File: config.mk
export PLATFORM = sky130hd
export DESIGN_NAME = l2tk_dist_acc
export DESIGN_NICKNAME = d
export VERILOG_FILES = /design/src/rtl/l2tk_pkg.sv /design/src/rtl/l2tk_dist_acc.sv
export SDC_FILE = /design/constraint.sdc
export NUM_CORES = 1
export LEC_CHECK = 0
export ABC_CLOCK_PERIOD_IN_PS = 5600
export BUFFER_PORTS_ARGS = -buffer_cell sky130_fd_sc_hd__buf_2
export CAP_MARGIN = 25
export CORE_ASPECT_RATIO = 0.75
export CORE_MARGIN = 2
export CORE_UTILIZATION = 40
export CTS_CLUSTER_DIAMETER = 80
export DETAILED_ROUTE_END_ITERATION = 6
export RECOVER_POWER = 100
export SLEW_MARGIN = 10
export SYNTH_ARGS = -nofsm -noshare
export SYNTH_HDL_FRONTEND = slang
export SYNTH_SLANG_ARGS = --single-unit
File: constraint.sdc
create_clock -name clk -period 5.6 [get_ports clk]
set_clock_uncertainty 0.1 [all_clocks]
set_input_delay 0.84 -clock clk [delete_from_list [all_inputs] [get_ports clk]]
set_output_delay 0.84 -clock clk [all_outputs]
set_load 0.02 [all_outputs]
File: src/rtl/l2tk_pkg.sv
`default_nettype none
// ----------------------------------------------------------------------------
// l2tk_pkg: shared types and constants of the k-nearest search block
// Field widths, opcodes, register indexes and stage structs.
// ----------------------------------------------------------------------------
package l2tk_pkg;

    localparam int ELEM_W      = 16;
    localparam int IDX_W       = 20;
    localparam int DIST_W      = 40;
    localparam int SQ_W        = 32;
    localparam int VLEN_W      = 9;
    localparam int KCNT_W      = 7;
    localparam int CFG_DATA_W  = 9;
    localparam int CFG_INDEX_W = 1;
    localparam int OUT_TDATA_W = 64;

    // opcode carried in tuser
    localparam logic OP_QUERY    = 1'b0;
    localparam logic OP_DATABASE = 1'b1;

    // configuration register indexes
    localparam logic [CFG_INDEX_W-1:0] REG_VECTOR_LENGTH = 1'b0;
    localparam logic [CFG_INDEX_W-1:0] REG_KEEP_COUNT    = 1'b1;

    localparam logic [VLEN_W-1:0] VLEN_RESET = 9'd128;
    localparam logic [KCNT_W-1:0] KCNT_RESET = 7'd10;

    localparam logic [DIST_W-1:0] DIST_SAT = {DIST_W{1'b1}};

    typedef struct packed {
        logic valid;
        logic db;
        logic last;
        logic eos;
    } stage_ctl_t;

    typedef struct packed {
        logic              valid;
        logic              offer;
        logic              eos;
        logic [IDX_W-1:0]  idx;
        logic [DIST_W-1:0] sqdist;
    } cand_t;

endpackage
`default_nettype wire

File: src/rtl/l2tk_dist_acc.sv
`default_nettype none
// ----------------------------------------------------------------------------
// l2tk_dist_acc: squared difference and running distance
// Registers the squared difference, then accumulates with saturation and
// hands a finished vector to the sorted list with its arrival index.
// ----------------------------------------------------------------------------
module l2tk_dist_acc #(
    parameter int MAX_VECTORS = 1048576,
    parameter int CW          = 21
) (
    input  wire                            clk,
    input  wire                            rst_n,
    input  wire                            adv,
    input  l2tk_pkg::stage_ctl_t           s1_ctl,
    input  wire  [l2tk_pkg::ELEM_W-1:0]    s1_elem,
    input  wire  [l2tk_pkg::ELEM_W-1:0]    s1_query,
    output l2tk_pkg::cand_t                cand
);
    import l2tk_pkg::*;

    logic signed [ELEM_W:0] diff;
    logic signed [ELEM_W:0] diff_neg;
    logic [ELEM_W-1:0]      diff_abs;
    logic [SQ_W-1:0]        sq;
    logic [SQ_W-1:0]        sq_reg;
    stage_ctl_t             s2_ctl_reg;
    logic [DIST_W:0]        acc_sum;
    logic [DIST_W-1:0]      acc_sat;
    logic [DIST_W-1:0]      acc_reg;
    logic [DIST_W-1:0]      acc_next;
    logic [CW-1:0]          count_reg;
    logic [CW-1:0]          count_next;
    logic                   has_room;
    cand_t                  cand_reg;
    cand_t                  cand_next;

    assign diff     = $signed({s1_query[ELEM_W-1], s1_query})
                    - $signed({s1_elem[ELEM_W-1], s1_elem});
    assign diff_neg = -diff;
    assign diff_abs = diff[ELEM_W] ? diff_neg[ELEM_W-1:0] : diff[ELEM_W-1:0];
    assign sq       = diff_abs * diff_abs;

    assign acc_sum  = {1'b0, acc_reg} + (DIST_W+1)'(sq_reg);
    assign acc_sat  = acc_sum[DIST_W] ? DIST_SAT : acc_sum[DIST_W-1:0];
    assign has_room = count_reg < CW'(MAX_VECTORS);

    always_comb
    begin
        acc_next         = acc_reg;
        count_next       = count_reg;
        cand_next.valid  = s2_ctl_reg.valid;
        cand_next.offer  = 1'b0;
        cand_next.eos    = s2_ctl_reg.valid && s2_ctl_reg.eos;
        cand_next.idx    = IDX_W'(count_reg);
        cand_next.sqdist = acc_sat;
        if (s2_ctl_reg.valid)
        begin
            if (!s2_ctl_reg.db)
                acc_next = '0;
            else if (s2_ctl_reg.last)
            begin
                acc_next = '0;
                if (has_room)
                begin
                    cand_next.offer = 1'b1;
                    count_next      = count_reg + CW'(1);
                end
            end
            else
                acc_next = acc_sat;
            if (s2_ctl_reg.eos)
            begin
                acc_next   = '0;
                count_next = '0;
            end
        end
    end

    always_ff @(posedge clk or negedge rst_n)
    begin
        if (!rst_n)
        begin
            s2_ctl_reg <= '0;
            acc_reg    <= '0;
            count_reg  <= '0;
            cand_reg   <= '0;
        end
        else if (adv)
        begin
            s2_ctl_reg <= s1_ctl;
            acc_reg    <= acc_next;
            count_reg  <= count_next;
            cand_reg   <= cand_next;
        end
    end

    always_ff @(posedge clk)
    begin
        if (adv)
            sq_reg <= sq;
    end

    assign cand = cand_reg;

endmodule
`default_nettype wire

[After elaboration in Yosys (flattened, before gate mapping)]
Index checks and enable logic that the tools add are counted.
Word-level totals
  bits in registers: 160
  input port bits: 39
  output and inout port bits: 63
  word-level logic and storage cells: 37
Operators by class
  $add $sub $neg: 4
  $mul: 1
  magnitude comparators: 1
  mux-type cells: 13
  reduce and logical (&&, ||, !) cells: 6
Operators with widths (count)
  40-bit 2-to-1 mux: 4
  21-bit 2-to-1 mux: 4
  40-bit by 32-bit adder with 41-bit output: 1
  16-bit by 16-bit multiplier with 32-bit output: 1
  21-bit by 1-bit adder with 21-bit output (second input constant): 1
  21-bit less-than comparator (second input constant): 1
  16-bit by 16-bit subtractor with 17-bit output: 1
  16-bit 2-to-1 mux: 1
  16-bit negator: 1
  2-bit nonzero test: 3
  5-bit AND reduction: 1
  1-bit 2-to-1 mux: 4
  2-bit AND reduction: 1
  1-bit logical AND: 1

[Logic depth before layout (Yosys ltp)]
Gate-level depths: netlist of the first run.
  word-level depth: 5
  mapped depth: 38
  mapped depth without buffers: 37

[Worst setup path after synthesis of the first run]
Ideal clock, no wire load.
  path kind: input -> register
  from: input s1_query[0] (netlist bit)
  to: register sq_reg[31] (data pin)
  setup time: 0.258 ns
  data arrival time: 8.913 ns
  required time: 5.242 ns
  path slack: -3.670 ns
  stages: 32
  path buffers: 0
  cell sequence: inv_1 > ha_1 > fa_1 > nand2b_1 > a21bo_2 > a2111oi_4 > or2_4 > xor2_1 > or2_2 > o31ai_4 > xor2_2 > or2_2 > fa_1 > inv_1 > fa_1 > fa_1 > fa_1 > fa_1 > inv_1 > fa_1 > inv_1 > ha_1 > and3_1 > a221o_1 > a21oi_1 > o21ai_0 > a31oi_1 > o311ai_0 > a21oi_1 > o211ai_1 > xor2_1 > xnor2_1
Between the ends
  word-level cells in the longest chain between the ends: 4
RTL lines
  start: declaration: line l2tk_dist_acc.sv:16  | input wire [l2tk_pkg::ELEM_W-1:0] s1_query,
  16-bit by 16-bit subtractor with 17-bit output (*): line l2tk_dist_acc.sv:38  | - $signed({s1_elem[ELEM_W-1], s1_elem});
  16-bit negator: line l2tk_dist_acc.sv:39  | assign diff_neg = -diff;
  16-bit 2-to-1 mux (*): line l2tk_dist_acc.sv:40  | assign diff_abs = diff[ELEM_W] ? diff_neg[ELEM_W-1:0] : diff[ELEM_W-1:0];
  16-bit by 16-bit multiplier with 32-bit output (*): line l2tk_dist_acc.sv:41  | assign sq = diff_abs * diff_abs;
  via sq[31]: line l2tk_dist_acc.sv:24  | logic [SQ_W-1:0] sq;
  end signal: assignment: line l2tk_dist_acc.sv:100  | sq_reg <= sq;
  end: declaration: line l2tk_dist_acc.sv:25  | logic [SQ_W-1:0] sq_reg;
The timed path passes the listed nets; every way through them passes the cells marked *.
A chain may end at the register's enable or synchronous reset.

[Worst setup path in the final report of the first run]
Ends and elaborated chain as after synthesis.

==> results of run 1 <==
-- stage by stage --
| stage | setup slack [ps] | hold slack, ps | instance area, um^2 | setup TNS (ps) | instances |
|---|---|---|---|---|---|
| floorplan | -3100 | 354 | 16700 | -60340 | 1775 |
| CTS | -2960 | 378 | 20600 | -59300 | 2652 |
| detailed placement | -3820 | 363 | 19500 | -79940 | 2593 |
| global placement | -3620 | 362 | 19400 | -76440 | 2592 |
| finish | -2980 | 376 | 20800 | -60510 | 2664 |
| global route | -3240 | 405 | 20800 | -67670 | 2664 |
-- what timing repair did --
action                                  CTS  global route
endpoints found under the setup margin   27            27
gates cloned                              1             0
pin swaps                                74            27
gates resized for setup                  75            50
setup buffers                            27            11
-- synthesized netlist by cell type, types with 7 or more instances --
library cell    n
edfxtp_1       31
a211oi_1        7
or3_1          10
a31oi_1        16
a21o_1         42
nor3_1         19
clkbuf_1       39
o211ai_1        7
nor2_1        191
and2_1         10
fa_1          165
mux2_2         26
nand2b_1       13
xor2_1         40
a21oi_1       108
buf_2           9
inv_1         282
nand2_1       162
o21a_1         12
o21ai_0        79
nand4_1        13
and3_1         21
dfrtp_1       128
nor2b_1         8
nand3_1        32
or2_2           7
xnor2_1        58
ha_1          145
-- metal layers --
layer	vias to the layer above	part of all wire, %	GRT usage, %	wire length (um)
met2	241	45	31.2	17900
met4	0	0.85	3.40	342
met1	6558	49	28.8	19600
met3	30	5.6	3.57	2250
li1	6520	-	-	-
met5	-	0	0	0
-- layout make-up --
cell class | count | area (um^2) | share of cell area [%]
multi-input combinational | 1278 | 11600 | 55.9
sequential | 159 | 4130 | 19.9
timing repair buffer | 388 | 2660 | 12.8
inverter | 287 | 1100 | 5.32
tap | 520 | 651 | 3.13
clock buffer | 20 | 457 | 2.20
clock inverter | 12 | 156 | 0.753
-- cells in the final DEF, fill, tap and decap left out, types with 11 or more instances in the layout --
master	synthesis	final
a21o_1	42	42
a21oi_1	108	94
a21oi_2	0	12
a31oi_1	16	11
and3_1	21	19
buf_2	9	34
buf_4	1	257
buf_6	0	19
clkbuf_1	39	73
clkbuf_16	0	17
dfrtp_1	128	128
edfxtp_1	31	31
fa_1	165	156
ha_1	145	130
ha_4	0	13
inv_1	282	261
inv_2	3	20
mux2_2	26	26
nand2_1	162	145
nand2_2	0	15
nand2b_1	13	12
nand3_1	32	32
nand4_1	13	13
nor2_1	191	170
nor2_2	4	23
nor3_1	19	15
o21ai_0	79	71
xnor2_1	58	52
xor2_1	40	34
-- cell families after synthesis --
logic type      after synthesis  synth area share, %
simple gates                508                 14.0
xor+xnor                    105                 6.02
compound gates              323                 12.6
mux                          31                 2.12
flops                       159                 25.6
buf+inv                     339                 7.97
fa+ha+maj                   310                 31.7
-- path summary, 6_finish.rpt --
kind / endpoint / startpoint / slack, ps / cells after the start
max in group asynchronous: cand[28] / rst_n / 1190 / 3
min reg2reg: cand[60] / cand[60] / 380 / 1
max reg2reg: cand[23] / sq_reg[0] / 460 / 14
min: cand[60] / cand[60] / 380 / 1
max: sq_reg[31] / s1_query[0] / -2980 / 34
min in group asynchronous: cand[33] / rst_n / 470 / 2
==> flow_metrics.tcl, run 1 <==
set metrics [dict create \
    synth_seq_area_share_pct 25.6 \
    die_area_mm2 0.0420 \
    syn_inst 1775 \
    synthArstFlopShare_pct 80.5 \
    netlist.area_leader.share_pct 20.4 \
    path_max_fanout 4 \
    min_period_ps 8580 \
    wirelength_um 40100 \
    drv_cap 6 \
    ys_types 77 \
    clk-insertion-delay-late_ps 430 \
    crit_buf_inv 6 \
    cts-root-buf "clkbuf_16" \
    syn2layout_area_growth_pct 28.6 \
    drt_iter0_drc 848 \
    place_hpwl_um 32000 \
    drc 0 \
    num_rows 63 \
    io_pins 102 \
    critPathCaptureType "flip-flop" \
    worst_slack_ps -2980 \
    hold_viol_final 0 \
    synth-edff-count 31 \
    worstPathArrival_ps 8670 \
    finalSetupViolations 26 \
    place_congestion 0.933 \
    cts.sinks 159 \
    antenna_found_initial 0 \
    yosysTopAreaCell "fa_1" \
    crit_type "primary input to flip-flop" \
    syn-num-nets 2124 \
    synthFlopType "dfrtp_1" \
    diodes 0 \
    nets 2480 \
    fmax_ghz 0.117 \
    worstSetupStartpointType "primary input" \
    grt_util_all_layers_pct 19.8 \
    grt_first_pass_wirelength_um 67100 \
    viasPerCell 5.01 \
    synth.ff_latch_count 159 \
    violations "capacitance limit, slew limit, setup timing" \
    rsz0062_at_grt "true" \
    worst_ep_required_time_ps 5680 \
    grt_overflow 0 \
    fillCellCount 3632 \
    clk_pin_slew_ps 70 \
    final_core_util_pct 52.4 \
    portBuffers 101 \
    hold_class "flip-flop to flip-flop" \
    initial_utilization_pct 40.7 \
    largest_register_ffs 63 \
    timing.critical_path.slowest_stage_cell "fa_2" \
    ant_nets 0 \
    postCtsHoldBufs 0 \
    fp.coreArea_mm2 0.0396 \
    synth_warnings 0 \
    synth.cell_area_mm2 0.0162 \
    grt_max_degree 78 \
    synthTopCellsByArea "fa_1, dfrtp_1, ha_1" \
    fp.dieH_um 178 \
    status "finished, violations left" \
    cts_buffer_depth 2 \
    cts_tree "done" \
    ctsHtreeMaxLevel 4 \
    drive_above_1_share_pct 26.0 \
    dr.pass1.iters 5 \
    drv_slew 291 \
    grt_pass1_vias 13700 \
    relSlewSlack_pct -131 \
    post-route-period-util_pct 153 \
    numCtsBuffers 17 \
    critPathMaxStageDelay_ps 580 \
    avgRoutedWirePerCell_um 15.1 \
    vias 13300 \
    tightestPinTransition_ps 3460 \
    crit_top_cell "fa_1" \
    die_x_um 236 \
    postSynthAreaPerCell_um2 9.10 \
    cpLargestDelayFamily "adder cells" \
]
Power of run 1 is left out: the tool's default activity adds up to more than one toggle a clock period on the data nets, which glitch-free logic cannot reach.
==> run 2: changes to the inputs <==
--- a/config.mk
+++ b/config.mk
@@ -14,6 +14,7 @@
 export CTS_CLUSTER_DIAMETER = 80
 export DETAILED_ROUTE_END_ITERATION = 6
 export RECOVER_POWER = 100
+export SKIP_LAST_GASP = 1
 export SLEW_MARGIN = 10
 export SYNTH_ARGS = -nofsm -noshare
 export SYNTH_HDL_FRONTEND = slang
==> run 2 against run 1 <==
  * First-iteration DRC count decreased by 9.2%
  * Fmax down 0.16%
  * Sequential share of layout area down 0.095 points
  * Global-route usage hardly changed
  * Utilization up 0.25 points
  * Die area did not move
  * Cell area grew 0.48%
  * Critical path type unchanged
  * Register-to-register slack about the same
  * Critical endpoint unchanged
  * Critical path depth down 1
  * The run still ends with capacitance limit, slew limit, setup timing left
==> flow_metrics.tcl, run 2 (synthesis gave the netlist of run 1 again) <==
set metrics [dict create \
    cts_buffer_depth 2 \
    grt-busiest-layer "met2" \
    path_max_fanout 4 \
    cpLargestDelayFamily "adder cells" \
    drc 0 \
    status "finished, violations left" \
    cts-root-buf "clkbuf_16" \
    cts.sinks 159 \
    fmax_ghz 0.116 \
    drive_above_1_share_pct 26.7 \
    worst_slack_ps -3000 \
    violations "capacitance limit, slew limit, setup timing" \
    hold_path_depth 1 \
    portBuffers 101 \
    viasPerCell 5.02 \
    grt_first_pass_wirelength_um 67100 \
    fillCellCount 3630 \
    met2_usage_pct 31.2 \
    crit-reg2reg-launch "sq_reg[0]" \
    min_period_ps 8600 \
    hold_viol_final 0 \
    crit_type "primary input to flip-flop" \
    place_congestion 0.933 \
    grt_pass1_vias 13700 \
    critPathMaxStageDelay_ps 530 \
    grt_overflow 0 \
    largest_register_ffs 63 \
    die_area_mm2 0.0420 \
    met1_usage_pct 28.8 \
    avgRoutedWirePerCell_um 15.1 \
    hold_start "cand[60]" \
    fp.dieH_um 178 \
    grt_util_all_layers_pct 19.8 \
    fp.coreArea_mm2 0.0396 \
    final_common_cell "buf_4" \
    ff2ff_path_depth 14 \
    use_met3_pct 3.57 \
    worstPathArrival_ps 8680 \
    initial_utilization_pct 40.7 \
    place_hpwl_um 32000 \
    wirelength_um 40200 \
    hold_class "flip-flop to flip-flop" \
    cts_tree "done" \
    tns_ps -59950 \
    postCtsHoldBufs 0 \
    drv_slew 291 \
    grt_max_degree 78 \
    crit_buf_inv 5 \
    reg2reg_slack_ps 470 \
    final_cell_mix "buf_4, inv_1, nor2_1" \
    clk-insertion-delay-late_ps 430 \
    diodes 0 \
    finalSetupViolations 26 \
    post-route-period-util_pct 154 \
    worst_ep_required_time_ps 5680 \
    tightestPinTransition_ps 3470 \
    hold_path_end "cand[60]" \
    io_pins 102 \
    vias 13300 \
    ant_nets 0 \
    crit_top_cell "fa_1" \
    num_rows 63 \
    ctsHtreeMaxLevel 4 \
    nets 2477 \
    dr.pass1.iters 5 \
    critPathCaptureType "flip-flop" \
    worstSetupStartpointType "primary input" \
    relSlewSlack_pct -131 \
    drv_cap 6 \
    rsz0062_at_grt "true" \
    timing.critical_path.slowest_stage_cell "fa_1" \
    antenna_found_initial 0 \
    r2r_end "acc_reg[23]" \
    drt_iter0_drc 770 \
    clk_pin_slew_ps 70 \
    numCtsBuffers 17 \
    syn2layout_area_growth_pct 29.2 \
    die_x_um 236 \
]
[run 2: cell types whose count changed in the layout (fill, tap and decap cells not counted), moves of 6 or more]
cell,delta
inv_1,-12
inv_2,+12
nor2_4,+6
nor2_2,-6
buf_4,-6
[run 2: worst register-to-register path: cells and delay by family, from the launching register on]
kind	cells	cell delay, ps
AO/OA/AOI/OAI	8	2210
buffers and inverters	2	1410
AND/OR/NAND/NOR	2	590
flip-flops	1	370
adder cells (fa/ha/maj)	2	370
[run 2: timing repair]
action	in CTS	in global routing
setup buffers	27	10
hold endpoints to repair	0	0
cloned	1	0
setup endpoints to repair	27	27
pin swaps	74	37
gates resized for setup	72	85
[run 2: final cells by class]
cell class                 instances  area [um^2]  share of cell area, %
multi-input combinational       1278        11700                   56.1
sequential                       159         4130                   19.8
timing repair buffer             385         2660                   12.7
inverter                         287         1100                   5.29
tap                              520          651                   3.12
clock buffer                      20          457                   2.19
clock inverter                    12          156                  0.749
[run 2: metrics by stage]
stage	cells	utilization [%]	setup slack (ps)	area, um^2	hold WS, ps
after floorplan	1775	-	-3100	16700	354
after global placement	2592	49.1	-3620	19400	362
after detailed placement	2593	49.1	-3820	19500	363
after CTS	2652	51.9	-2960	20600	378
after global routing	2661	52.6	-3250	20900	405
final	2661	52.6	-3000	20900	376
[run 2: per-layer routing]
| layer | up-vias | wire length (um) |
|---|---|---|
| met4 | 0 | 344 |
| met2 | 251 | 18000 |
| li1 | 6516 | - |
| met1 | 6546 | 19700 |
| met3 | 34 | 2180 |
| met5 | - | 0 |
[run 2: worst max-delay path by stage]
stage / start / end / slack [ps] / cells after the start
2_1_floorplan: s1_query[0] / sq_reg[31] / -3100 / 36
3_3_place_gp: s1_query[0] / sq_reg[30] / -3620 / 35
3_5_place_dp: s1_query[0] / sq_reg[31] / -3820 / 32
4_1_cts: s1_query[0] / sq_reg[31] / -2960 / 36
5_1_grt: s1_query[0] / sq_reg[31] / -3250 / 32
6_report: s1_query[0] / sq_reg[31] / -3000 / 33
Power of run 2 is left out for the same reason.
